`src/design/fetb_pkg.sv`:
```
// ----------------------------------------------------------------------------
// fetb_pkg
// Shared widths, register indexes, reset values and types for the
// friction ellipse torque bounds pipeline.
// ----------------------------------------------------------------------------
package fetb_pkg;

    // input and output field widths
    localparam int FZ_W       = 17;
    localparam int FY_W       = 18;
    localparam int LIM_W      = 17;
    localparam int UB_W       = 16;
    localparam int LB_W       = 17;

    // configuration register widths
    localparam int MU_W       = 15;
    localparam int RADIUS_W   = 16;
    localparam int MINLOAD_W  = 17;
    localparam int FLOOR_W    = 16;

    // datapath widths
    localparam int MUFZ_W     = MU_W + FZ_W;
    localparam int MU_FRAC    = 14;
    localparam int FMAX_W     = MUFZ_W - MU_FRAC;
    localparam int FY2_W      = 2 * FY_W - 1;
    localparam int DISC_W     = 2 * FMAX_W;
    localparam int ROOT_W     = DISC_W / 2;
    localparam int SQRT_STAGES = ROOT_W;
    localparam int TRQP_W     = ROOT_W + RADIUS_W;
    localparam int RADIUS_FRAC = 16;
    localparam int TRQ_W      = TRQP_W - RADIUS_FRAC;

    // end-to-end latency: clamp, two multiply stages, discriminant,
    // root stages, torque multiply, output register
    localparam int LATENCY    = 4 + SQRT_STAGES + 2;

    // configuration port
    localparam int CFG_IDX_W  = 4;
    localparam int CFG_DATA_W = 17;

    localparam logic [CFG_IDX_W-1:0] REG_FRICTION_COEFF = 4'd0;
    localparam logic [CFG_IDX_W-1:0] REG_WHEEL_RADIUS   = 4'd1;
    localparam logic [CFG_IDX_W-1:0] REG_MIN_LOAD       = 4'd2;
    localparam logic [CFG_IDX_W-1:0] REG_DISC_FLOOR     = 4'd3;

    localparam logic [MU_W-1:0]      RST_FRICTION_COEFF = 15'd16384;
    localparam logic [RADIUS_W-1:0]  RST_WHEEL_RADIUS   = 16'd13107;
    localparam logic [MINLOAD_W-1:0] RST_MIN_LOAD       = 17'd800;
    localparam logic [FLOOR_W-1:0]   RST_DISC_FLOOR     = 16'd256;

    // about one millimeter in Q0.16 meters
    localparam logic [RADIUS_W-1:0]  MIN_RADIUS         = 16'd66;

    // clamped torque limits that ride along with the datapath
    typedef struct packed {
        logic [UB_W-1:0] motor;
        logic [UB_W-1:0] regen;
    } t_side;

endpackage

```
`src/design/fetb_sqrt.sv`:
```
// ----------------------------------------------------------------------------
// fetb_sqrt
// Pipelined integer square root, one result bit per stage, with a
// sideband that travels alongside the valid bit.
// ----------------------------------------------------------------------------
module fetb_sqrt
    import fetb_pkg::*;
(
    input  logic              i_clk,
    input  logic              i_rst_n,
    input  logic              i_valid,
    input  logic [DISC_W-1:0] i_radicand,
    input  t_side             i_side,
    output logic              o_valid,
    output logic [ROOT_W-1:0] o_root,
    output t_side             o_side
);

    localparam int REM_W = ROOT_W + 2;

    logic [SQRT_STAGES-1:0] r_valid;
    logic [REM_W-1:0]       r_rem  [SQRT_STAGES];
    logic [ROOT_W-1:0]      r_root [SQRT_STAGES];
    logic [DISC_W-1:0]      r_rad  [SQRT_STAGES];
    t_side                  r_side [SQRT_STAGES];

    for (genvar g = 0; g < SQRT_STAGES; g++) begin : g_stage
        logic              p_valid;
        logic [REM_W-1:0]  p_rem;
        logic [ROOT_W-1:0] p_root;
        logic [DISC_W-1:0] p_rad;
        t_side             p_side;
        logic [REM_W-1:0]  cur;
        logic [REM_W-1:0]  trial;
        logic              ge;
        logic [REM_W-1:0]  n_rem;
        logic [ROOT_W-1:0] n_root;
        logic [DISC_W-1:0] n_rad;

        // stage input: from the ports or the previous stage
        if (g == 0) begin : g_first
            assign p_valid = i_valid;
            assign p_rem   = '0;
            assign p_root  = '0;
            assign p_rad   = i_radicand;
            assign p_side  = i_side;
        end else begin : g_next
            assign p_valid = r_valid[g-1];
            assign p_rem   = r_rem[g-1];
            assign p_root  = r_root[g-1];
            assign p_rad   = r_rad[g-1];
            assign p_side  = r_side[g-1];
        end

        // bring down two radicand bits and try the next root bit
        always_comb begin
            cur    = {p_rem[REM_W-3:0], p_rad[DISC_W-1 -: 2]};
            trial  = {p_root, 2'b01};
            ge     = (cur >= trial);
            n_rem  = ge ? (cur - trial) : cur;
            n_root = {p_root[ROOT_W-2:0], ge};
            n_rad  = {p_rad[DISC_W-3:0], 2'b00};
        end

        always_ff @(posedge i_clk) begin
            if (!i_rst_n) begin
                r_valid[g] <= 1'b0;
            end else begin
                r_valid[g] <= p_valid;
            end
            r_rem[g]  <= n_rem;
            r_root[g] <= n_root;
            r_rad[g]  <= n_rad;
            r_side[g] <= p_side;
        end
    end

    assign o_valid = r_valid[SQRT_STAGES-1];
    assign o_root  = r_root[SQRT_STAGES-1];
    assign o_side  = r_side[SQRT_STAGES-1];

endmodule

```
`src/design/friction_ellipse_torque_bounds.sv`:
```
// Path to o_valid: clamp, multiplies, discriminant, root stages, torque, output.
// Throughput: one item per cycle; busy stays low, the pipeline never stalls.
// The depth is set by the square root, one result bit per stage (18 stages).
// Synchronous active-low reset clears the valid bits and loads register
// defaults; results are shown for one cycle and the receiver cannot stall.
// ----------------------------------------------------------------------------
// friction_ellipse_torque_bounds
// Per-wheel drive and braking torque bounds from the friction ellipse:
// fmax = mu*Fz, Fx = sqrt(max(fmax^2 - Fy^2, floor)), torque = Fx*r.
// ----------------------------------------------------------------------------
module friction_ellipse_torque_bounds
    import fetb_pkg::*;
(
    input  logic                  i_clk,
    input  logic                  i_rst_n,
    // item channel
    input  logic                  start,
    output logic                  busy,
    input  logic [FZ_W-1:0]       i_vertical_load,
    input  logic signed [FY_W-1:0] i_lateral_force,
    input  logic signed [LIM_W-1:0] i_motor_limit,
    input  logic signed [LIM_W-1:0] i_regen_limit,
    // result channel
    output logic                  o_valid,
    output logic [UB_W-1:0]       o_upper_bound,
    output logic signed [LB_W-1:0] o_lower_bound,
    // configuration channel
    input  logic                  i_cfg_valid,
    output logic                  o_cfg_ready,
    input  logic [CFG_IDX_W-1:0]  i_cfg_index,
    input  logic [CFG_DATA_W-1:0] i_cfg_data
);

    // configuration registers
    logic [MU_W-1:0]      r_mu;
    logic [RADIUS_W-1:0]  r_radius;
    logic [MINLOAD_W-1:0] r_min_load;
    logic [FLOOR_W-1:0]   r_floor;

    assign o_cfg_ready = 1'b1;
    assign busy        = 1'b0;

    always_ff @(posedge i_clk) begin
        if (!i_rst_n) begin
            r_mu       <= RST_FRICTION_COEFF;
            r_radius   <= RST_WHEEL_RADIUS;
            r_min_load <= RST_MIN_LOAD;
            r_floor    <= RST_DISC_FLOOR;
        end else if (i_cfg_valid && o_cfg_ready) begin
            case (i_cfg_index)
                REG_FRICTION_COEFF: r_mu       <= i_cfg_data[MU_W-1:0];
                REG_WHEEL_RADIUS:   r_radius   <= i_cfg_data[RADIUS_W-1:0];
                REG_MIN_LOAD:       r_min_load <= i_cfg_data[MINLOAD_W-1:0];
                REG_DISC_FLOOR:     r_floor    <= i_cfg_data[FLOOR_W-1:0];
                default: ;
            endcase
        end
    end

    // stage 1: clamp load and limits, take lateral force magnitude
    logic             r_s1_valid;
    logic [FZ_W-1:0]  r_s1_fz;
    logic [FY_W-1:0]  r_s1_fy_mag;
    t_side            r_s1_side;
    logic [FZ_W-1:0]  n_s1_fz;
    logic [FY_W-1:0]  n_s1_fy_mag;
    t_side            n_s1_side;

    always_comb begin
        n_s1_fz     = (i_vertical_load < r_min_load) ? r_min_load : i_vertical_load;
        n_s1_fy_mag = i_lateral_force[FY_W-1] ? (~i_lateral_force + 1'b1)
                                              : i_lateral_force;
        n_s1_side.motor = i_motor_limit[LIM_W-1] ? '0 : i_motor_limit[UB_W-1:0];
        n_s1_side.regen = i_regen_limit[LIM_W-1] ? '0 : i_regen_limit[UB_W-1:0];
    end

    // stage 2: fmax = mu*Fz >> 14, Fy^2
    logic              r_s2_valid;
    logic [FMAX_W-1:0] r_s2_fmax;
    logic [FY2_W-1:0]  r_s2_fy2;
    t_side             r_s2_side;
    logic [MUFZ_W-1:0] mu_fz;
    logic [2*FY_W-1:0] fy_sq;

    assign mu_fz = {{FZ_W{1'b0}}, r_mu} * {{MU_W{1'b0}}, r_s1_fz};
    assign fy_sq = {{FY_W{1'b0}}, r_s1_fy_mag} * {{FY_W{1'b0}}, r_s1_fy_mag};

    // stage 3: fmax^2
    logic              r_s3_valid;
    logic [DISC_W-1:0] r_s3_fmax2;
    logic [FY2_W-1:0]  r_s3_fy2;
    t_side             r_s3_side;
    logic [DISC_W-1:0] fmax_sq;

    assign fmax_sq = {{FMAX_W{1'b0}}, r_s2_fmax} * {{FMAX_W{1'b0}}, r_s2_fmax};

    // stage 4: discriminant with floor
    logic                     r_s4_valid;
    logic [DISC_W-1:0]        r_s4_disc;
    t_side                    r_s4_side;
    logic signed [DISC_W:0]   disc_raw;
    logic signed [DISC_W:0]   floor_ext;
    logic [DISC_W-1:0]        n_s4_disc;

    always_comb begin
        disc_raw  = $signed({1'b0, r_s3_fmax2})
                  - $signed({{(DISC_W + 1 - FY2_W){1'b0}}, r_s3_fy2});
        floor_ext = $signed({{(DISC_W + 1 - FLOOR_W){1'b0}}, r_floor});
        n_s4_disc = (disc_raw < floor_ext) ? DISC_W'(r_floor)
                                           : disc_raw[DISC_W-1:0];
    end

    always_ff @(posedge i_clk) begin
        if (!i_rst_n) begin
            r_s1_valid <= 1'b0;
            r_s2_valid <= 1'b0;
            r_s3_valid <= 1'b0;
            r_s4_valid <= 1'b0;
        end else begin
            r_s1_valid <= start && !busy;
            r_s2_valid <= r_s1_valid;
            r_s3_valid <= r_s2_valid;
            r_s4_valid <= r_s3_valid;
        end
        r_s1_fz     <= n_s1_fz;
        r_s1_fy_mag <= n_s1_fy_mag;
        r_s1_side   <= n_s1_side;
        r_s2_fmax   <= mu_fz[MUFZ_W-1:MU_FRAC];
        r_s2_fy2    <= fy_sq[FY2_W-1:0];
        r_s2_side   <= r_s1_side;
        r_s3_fmax2  <= fmax_sq;
        r_s3_fy2    <= r_s2_fy2;
        r_s3_side   <= r_s2_side;
        r_s4_disc   <= n_s4_disc;
        r_s4_side   <= r_s3_side;
    end

    // square root pipeline
    logic              sq_valid;
    logic [ROOT_W-1:0] sq_root;
    t_side             sq_side;

    fetb_sqrt u_sqrt (
        .i_clk      (i_clk),
        .i_rst_n    (i_rst_n),
        .i_valid    (r_s4_valid),
        .i_radicand (r_s4_disc),
        .i_side     (r_s4_side),
        .o_valid    (sq_valid),
        .o_root     (sq_root),
        .o_side     (sq_side)
    );

    // torque stage: Fx * r >> 16 with the radius clamped
    logic              r_t_valid;
    logic [TRQ_W-1:0]  r_t_trq;
    t_side             r_t_side;
    logic [RADIUS_W-1:0] radius_c;
    logic [TRQP_W-1:0] trq_prod;

    assign radius_c = (r_radius < MIN_RADIUS) ? MIN_RADIUS : r_radius;
    assign trq_prod = {{RADIUS_W{1'b0}}, sq_root} * {{ROOT_W{1'b0}}, radius_c};

    // output stage: intersect with the limits
    logic              r_o_valid;
    logic [UB_W-1:0]   r_o_ub;
    logic [LB_W-1:0]   r_o_lb;
    logic [UB_W-1:0]   n_ub;
    logic [UB_W-1:0]   lb_mag;

    always_comb begin
        n_ub   = (r_t_trq < TRQ_W'(r_t_side.motor)) ? r_t_trq[UB_W-1:0]
                                                    : r_t_side.motor;
        lb_mag = (r_t_trq < TRQ_W'(r_t_side.regen)) ? r_t_trq[UB_W-1:0]
                                                    : r_t_side.regen;
    end

    always_ff @(posedge i_clk) begin
        if (!i_rst_n) begin
            r_t_valid <= 1'b0;
            r_o_valid <= 1'b0;
        end else begin
            r_t_valid <= sq_valid;
            r_o_valid <= r_t_valid;
        end
        r_t_trq  <= trq_prod[TRQP_W-1:RADIUS_FRAC];
        r_t_side <= sq_side;
        r_o_ub   <= n_ub;
        r_o_lb   <= LB_W'(0) - {1'b0, lb_mag};
    end

    assign o_valid       = r_o_valid;
    assign o_upper_bound = r_o_ub;
    assign o_lower_bound = r_o_lb;

    // every accepted transaction yields a result after the fixed latency
    a_latency: assert property (@(posedge i_clk) disable iff (!i_rst_n)
        (start && !busy) |-> ##LATENCY o_valid)
        else $error("result missing after accepted transaction");

    // no result without a transaction the fixed latency earlier
    a_no_spurious: assert property (@(posedge i_clk) disable iff (!i_rst_n)
        o_valid |-> $past(start, LATENCY))
        else $error("result without a matching transaction");

    // the braking bound is never positive
    a_lower_sign: assert property (@(posedge i_clk) disable iff (!i_rst_n)
        o_valid |-> (o_lower_bound[LB_W-1] || o_lower_bound == '0))
        else $error("lower bound is positive");

endmodule
```
`config.mk`:
```
export PLATFORM = sky130hd
export DESIGN_NAME = friction_ellipse_torque_bounds
export DESIGN_NICKNAME = d
export VERILOG_FILES = /design/src/design/fetb_pkg.sv /design/src/design/fetb_sqrt.sv /design/src/design/friction_ellipse_torque_bounds.sv
export SDC_FILE = /design/constraint.sdc
export NUM_CORES = 2
export LEC_CHECK = 0
export BUFFER_PORTS_ARGS = -buffer_cell sky130_fd_sc_hd__buf_2
export CAP_MARGIN = 15
export CORE_ASPECT_RATIO = 0.8
export CORE_MARGIN = 2
export CORE_UTILIZATION = 55
export CTS_CLUSTER_DIAMETER = 120
export DETAILED_ROUTE_END_ITERATION = 7
export PLACE_DENSITY = 0.71
export SYNTH_ARGS = -nofsm -noshare
export SYNTH_HDL_FRONTEND = slang
export SYNTH_SLANG_ARGS = --single-unit
export TNS_END_PERCENT = 50
```
`constraint.sdc`:
```
create_clock -name i_clk -period 15.4 [get_ports i_clk]
set_clock_uncertainty 0.05 [all_clocks]
set_input_delay 2.31 -clock i_clk [delete_from_list [all_inputs] [get_ports i_clk]]
set_output_delay 2.31 -clock i_clk [all_outputs]
set_load 0.005 [all_outputs]
```
---- After elaboration in Yosys (flattened, before gate mapping) ----
Memory sizes are Yosys's and may differ from the RTL's. A register that Yosys moved wholly into a read port is not among the register bits.
Index checks and enable logic that the tools add are counted.
word-level totals
  bits in registers ....................... 462
  latch bits .............................. 0
  memory bits (writable) .................. 1872
  bits in read-only memories .............. 0
  bits of input ports ..................... 94
  word-level logic and storage cells ...... 133
  memories kept ........................... 4
operators by class
  add/sub/neg operators ................... 21
  multiply operators ...................... 4
  divide/modulo/power cells ............... 0
  magnitude comparators ................... 23
  equality and inequality tests ........... 3
  shifts and indexed selects .............. 0
  muxes and demuxes ....................... 24
  bitwise operators ....................... 1
  reduce and logical (&&, ||, !) cells .... 5
memories
  name           words  width  read ports  clocked after Yosys merged registers in  wr ports  line             source
  u_sqrt.r_rad   18     34     17          0                                        18        fetb_sqrt.sv:24  logic [DISC_W-1:0] r_rad [SQRT_STAGES];
  u_sqrt.r_side  18     32     18          1                                        18        fetb_sqrt.sv:25  t_side r_side [SQRT_STAGES];
  u_sqrt.r_rem   18     20     17          0                                        18        fetb_sqrt.sv:22  logic [REM_W-1:0] r_rem [SQRT_STAGES];
  u_sqrt.r_root  18     18     18          0                                        18        fetb_sqrt.sv:23  logic [ROOT_W-1:0] r_root [SQRT_STAGES];
operators by type and width
  kind                     number
  $mux W20                 18
  $ge A20 B20 Y1           17
  $sub A20 B20 Y20         17
  $mux W16                 4
  $lt A37 B17 Y1           1
  $sub A36 B35 Y37         1
  $lt A18 B16 Y1           2
  $mul A18 B18 Y36         1
  $mul A18 B18 Y35         1
  $mul A18 B16 Y34         1
  $mux W17                 2
  $mul A15 B17 Y32         1
  $add A18 B1 Y18 const B  1
  $not A18 Y18             1
  $lt A17 B17 Y1           1
  $sub A1 B16 Y17 const A  1
  $lt A16 B7 Y1 const B    1
  $eq A4 B2 Y1 const B     2
  $reduce_and A2 Y1        4
  $eq A4 B1 Y1 const B     1
  $logic_not A4 Y1         1
  $sub A2 B1 Y3 const B    1
  $ge A2 B1 Y1 const B     1

---- Logic depth before layout (Yosys ltp) ----
  depth after elaboration ................. 3
  mapped depth ............................ 29
  depth with buffers taken out ............ 28

---- Modules after synthesis ----
Synthesis repeated with hierarchy kept, for this count alone.
unflattened totals
  cell total of the unflattened synthesis .. 8602
  area total of the unflattened synthesis .. 90519.3 sq um
by module, submodules not included
  module                          times used  cells each  area each (sq um)  seq. area each (sq um)
  friction_ellipse_torque_bounds  1           5345        50632.3            9469.1
  fetb_sqrt                       1           3257        39887.0            27166.1

---- Least setup slack after synthesis ----
OpenSTA, ideal clock, no wires.
  path kind ............................... flip-flop to flip-flop
  from .................................... register r_radius[1]
  to ...................................... register r_t_trq[17]
  setup time .............................. 72 ps
  arrival time ............................ 7353 ps
  data required time ...................... 15278 ps
  slack ................................... 7925 ps
  stages on the path, launching flop included .. 29
  period minus slack after synthesis ...... 7475 ps
  cell sequence ........................... dfxtp_1 or4_1 o211a_1 nor2b_1 or2_2 clkbuf_1 clkbuf_1 nand2_1 fa_1 fa_1 fa_1 inv_1 fa_1 fa_1 inv_1 fa_1 inv_1 ha_1 a21o_1 a21o_1 a21o_1 a22o_1 o21ai_0 a31oi_1 o21a_1 nor2_1 o21ai_0 o41ai_1 xnor2_1
on the way
  word-level cells in the longest chain between the ends .. 3
RTL lines
  element                 line                                   source
  start, declared         friction_ellipse_torque_bounds.sv:36   logic [RADIUS_W-1:0] r_radius;
  start signal, assigned  friction_ellipse_torque_bounds.sv:52   REG_WHEEL_RADIUS: r_radius <= i_cfg_data[RADIUS_W-1:0];
  $lt A16 B7 Y1           friction_ellipse_torque_bounds.sv:161  assign radius_c = (r_radius < MIN_RADIUS) ? MIN_RADIUS : r_radius;
  $mux W16 (*)            friction_ellipse_torque_bounds.sv:161
  $mul A18 B16 Y34 (*)    friction_ellipse_torque_bounds.sv:162  assign trq_prod = {{RADIUS_W{1'b0}}, sq_root} * {{ROOT_W{1'b0}}, radius_c};
  via trq_prod[33]        friction_ellipse_torque_bounds.sv:159  logic [TRQP_W-1:0] trq_prod;
  end signal, assigned    friction_ellipse_torque_bounds.sv:186  r_t_trq <= trq_prod[TRQP_W-1:RADIUS_FRAC];
  end, declared           friction_ellipse_torque_bounds.sv:156  logic [TRQ_W-1:0] r_t_trq;
The timed path passes the listed nets; every way through them passes the cells marked *.
A chain may end at the register's enable or synchronous reset.

---- Worst setup path in the final report ----
  from .................................... register r_radius[7]
  to ...................................... register r_t_trq[16]
The elaborated chain is that of the path after synthesis.

==> impl_metrics.py <==
metrics = {
    "clocking": {
        "cts.clk_slew.worst_paths_ns": 0.06,
        "clock_tree.root_cell": "clkbuf_16",
        "cts_buffers": 167,
        "post-cts-setup-buffers": 0,
        "ctsResizeCount": 0,
        "htree_levels": 4,
        "insertion_delay_ns": 0.81,
        "hold_buffers": 0,
        "cts_tree": "done",
        "clkSinkCount": 1830,
        "cts_max_path_buffers": 3,
    },
    "drt": {
        "met3_length_um": 10810,
        "met2_length_um": 78870,
        "route.detailed.drc": 0,
        "highest_layer": "met4",
        "detail_route.iter0.violations": 3370,
        "post_drt_via_cell_ratio": 5.098,
        "dr_total_vias": 55166,
        "ant_nets": 0,
        "met1Wirelength_um": 77270,
        "wl_um": 172100,
        "wire_per_inst_um": 15.90,
        "first_pass_iters": 5,
    },
    "logic_synthesis": {
        "synth_area_per_cell_um2": 10.54,
        "yosysSeqAreaShare_pct": 41.23,
        "synth_edf_count": 0,
        "yosys.area.top_type": "dfxtp_1",
        "yosys-top-cells-area": "dfxtp_1 (41%), fa_1 (19%), ha_1 (9.9%)",
        "synth_ff_type": "dfxtp_1",
        "ys_ff_latch": 1830,
        "netlist.area_leader.share_pct": 41.23,
        "yosys_warnings": 0,
        "synth_cells": 8435,
        "syn-cell-area_um2": 88860,
        "synth_cell_type_count": 84,
        "synthArstFlopShare_pct": 0,
    },
    "status": {
        "status": "completed",
    },
    "final_layout": {
        "drive_above_1_share_pct": 6.512,
        "multi_input_area_um2": 46150,
        "area_growth_pct": 9.618,
        "nets": 10197,
        "fill_cells": 12872,
        "seq_area_um2": 36640,
    },
    "floorplan": {
        "die_w_um": 453.4,
        "fp.dieH_um": 363.5,
        "num_io_pins": 130,
        "start_util_pct": 55.55,
        "rows": 131,
        "core_um2": 160000,
        "die_area_um2": 164800,
    },
    "placed_design": {
        "place.port_buffers": 127,
        "dp_hpwl_um": 129900,
        "gp_congestion": 0.8990,
    },
    "critical_path": {
        "crit_fanout": 21,
        "reg2reg_slack_ns": 6.78,
        "critPathTopFamily": "adder cells",
        "critPathLaunch": "r_radius[7]$_SDFFE_PN0P_",
        "slowest_delay_ns": 0.85,
        "worst_path_most_repeated_cell": "fa_1",
        "start_kind": "flip-flop",
        "critPathKind": "reg -> reg",
        "cp-end-kind": "flip-flop",
        "r2r_start": "r_radius[7]$_SDFFE_PN0P_",
        "crit_required_ns": 16.01,
        "critPathSlowestCell": "dfxtp_1",
        "path_buf_inv": 5,
        "cp_data_arrival_time_ns": 9.22,
    },
    "timing": {
        "slew_headroom_pct": 25.45,
        "tns_ns": 0,
        "period_needed_ns": 8.617,
        "tightest_slew_ns": 1.115,
        "hold_viol": 0,
        "fin_crit_sh_pct": 55.95,
        "slew_violations": 0,
        "rsz0062_at_grt": "no",
        "finalSetupViolCount": 0,
        "max_freq_ghz": 0.1161,
    },
    "flow_run": {
        "max_cap_viol_count": 0,
    },
    "min_path": {
        "hold_start": "u_sqrt.r_rad[9][19]$_DFF_P_",
        "hold_path.class": "reg -> reg",
    },
    "global_route": {
        "grt_pass1_vias": 57611,
        "track_usage_pct": 21.53,
        "grt_pass1_wl_um": 287300,
        "grt_max_degree": 89,
        "grt_overflow": 0,
        "antenna_found_initial": 3,
    },
}
## stage by stage
| stage | instances | cell area [um^2] | util [%] | hold WS, ns | setup WS, ns |
|---|---|---|---|---|---|
| 5_1_grt | 10821 | 97410 | 60.89 | 0.2466 | 6.146 |
| 6_report | 10821 | 97410 | 60.89 | 0.2309 | 6.783 |
| 3_5_place_dp | 10513 | 91590 | 57.26 | 0.2621 | 6.850 |
| 2_1_floorplan | 8436 | 88870 | - | 0.2596 | 7.925 |
| 4_1_cts | 10820 | 97410 | 60.89 | 0.2229 | 6.802 |
| 3_3_place_gp | 10513 | 91590 | 57.26 | 0.2595 | 6.954 |
## area by class of cell
| cell class | count | share of cell area, % |
|---|---|---|
| tap | 2128 | 2.733 |
| inverter | 1419 | 5.468 |
| antenna | 1 | 0.002569 |
| clock inverter | 76 | 1.165 |
| timing repair buffer | 151 | 0.8375 |
| clock buffer | 231 | 4.804 |
| multi-input combinational | 4985 | 47.38 |
| sequential | 1830 | 37.61 |
## cell usage in the layout (no fill, tap or decap), drive strengths merged, types with 22 or more instances in the layout
cell,count
dfxtp,1830
inv,1430
fa,849
nand2,734
ha,700
and2,381
nor2,325
a21oi,283
xnor2,239
clkbuf,231
o21ai,181
buf,151
nor2b,126
xor2,125
nor3,123
mux2,96
nand3,90
a21o,82
o21a,69
a21boi,61
nand2b,57
nand4,48
clkinv,45
or3,36
nor4,29
mux2i,29
a211oi,29
or4,26
o21bai,25
or2,24
and3,22
o211ai,22
## per-layer routing
metal	vias to the layer above	track usage [%]
met3	335	4.290
li1	26785	-
met4	0	7.159
met1	26631	29.14
met5	-	0
met2	1415	34.66
## cells in the mapped netlist, drive strengths merged (36+ instances only)
master and count:
xnor2 239, and2 381, nor2 325, a21oi 283, nand3 90, xor2 125, nor2b 126, dfxtp 1830
mux2 96, nand4 48, a21o 82, nor3 123, fa 849, nand2 734, o21ai 181, ha 700
clkbuf 190, nand2b 57, o21a 69, or3 36, a21boi 61, inv 1418
## sequential cells by signal, summed over array words and instances, names as in the netlist, 18 cells and up
register       cells
r_s1_fy_mag       18
r_s2_fy2          34
u_sqrt.r_rad     306
r_t_trq           18
r_s4_disc         36
u_sqrt.r_side    576
r_s3_fy2          34
r_s2_side         32
r_s2_fmax         18
r_t_side          32
u_sqrt.r_rem     286
r_s1_side         32
r_s3_side         32
u_sqrt.r_root    171
r_s3_fmax2        35
r_s4_side         32
## kinds of logic after synthesis
logic type               Yosys count  share of synthesized area, %
adder cells (fa/ha/maj)         1549                         28.98
other                              2                      0.008451
multiplexers                     125                         1.573
AND/OR/NAND/NOR                 2060                         11.35
AO/OA/AOI/OAI                    884                         6.398
XOR/XNOR                         364                         3.588
buffers and inverters           1621                         6.879
flip-flops                      1830                         41.23
## final timing paths
kind | end | depth (start not counted)
worst max-delay path | r_t_trq[16]$_DFF_P_ | 28
worst min-delay path | u_sqrt.r_rad[10][21]$_DFF_P_ | 0
worst max register to register | r_t_trq[16]$_DFF_P_ | 28
worst min register to register | u_sqrt.r_rad[10][21]$_DFF_P_ | 0
Power is not shown: default switching activity piles up to over one toggle a cycle in this logic, so the estimate is an artifact.
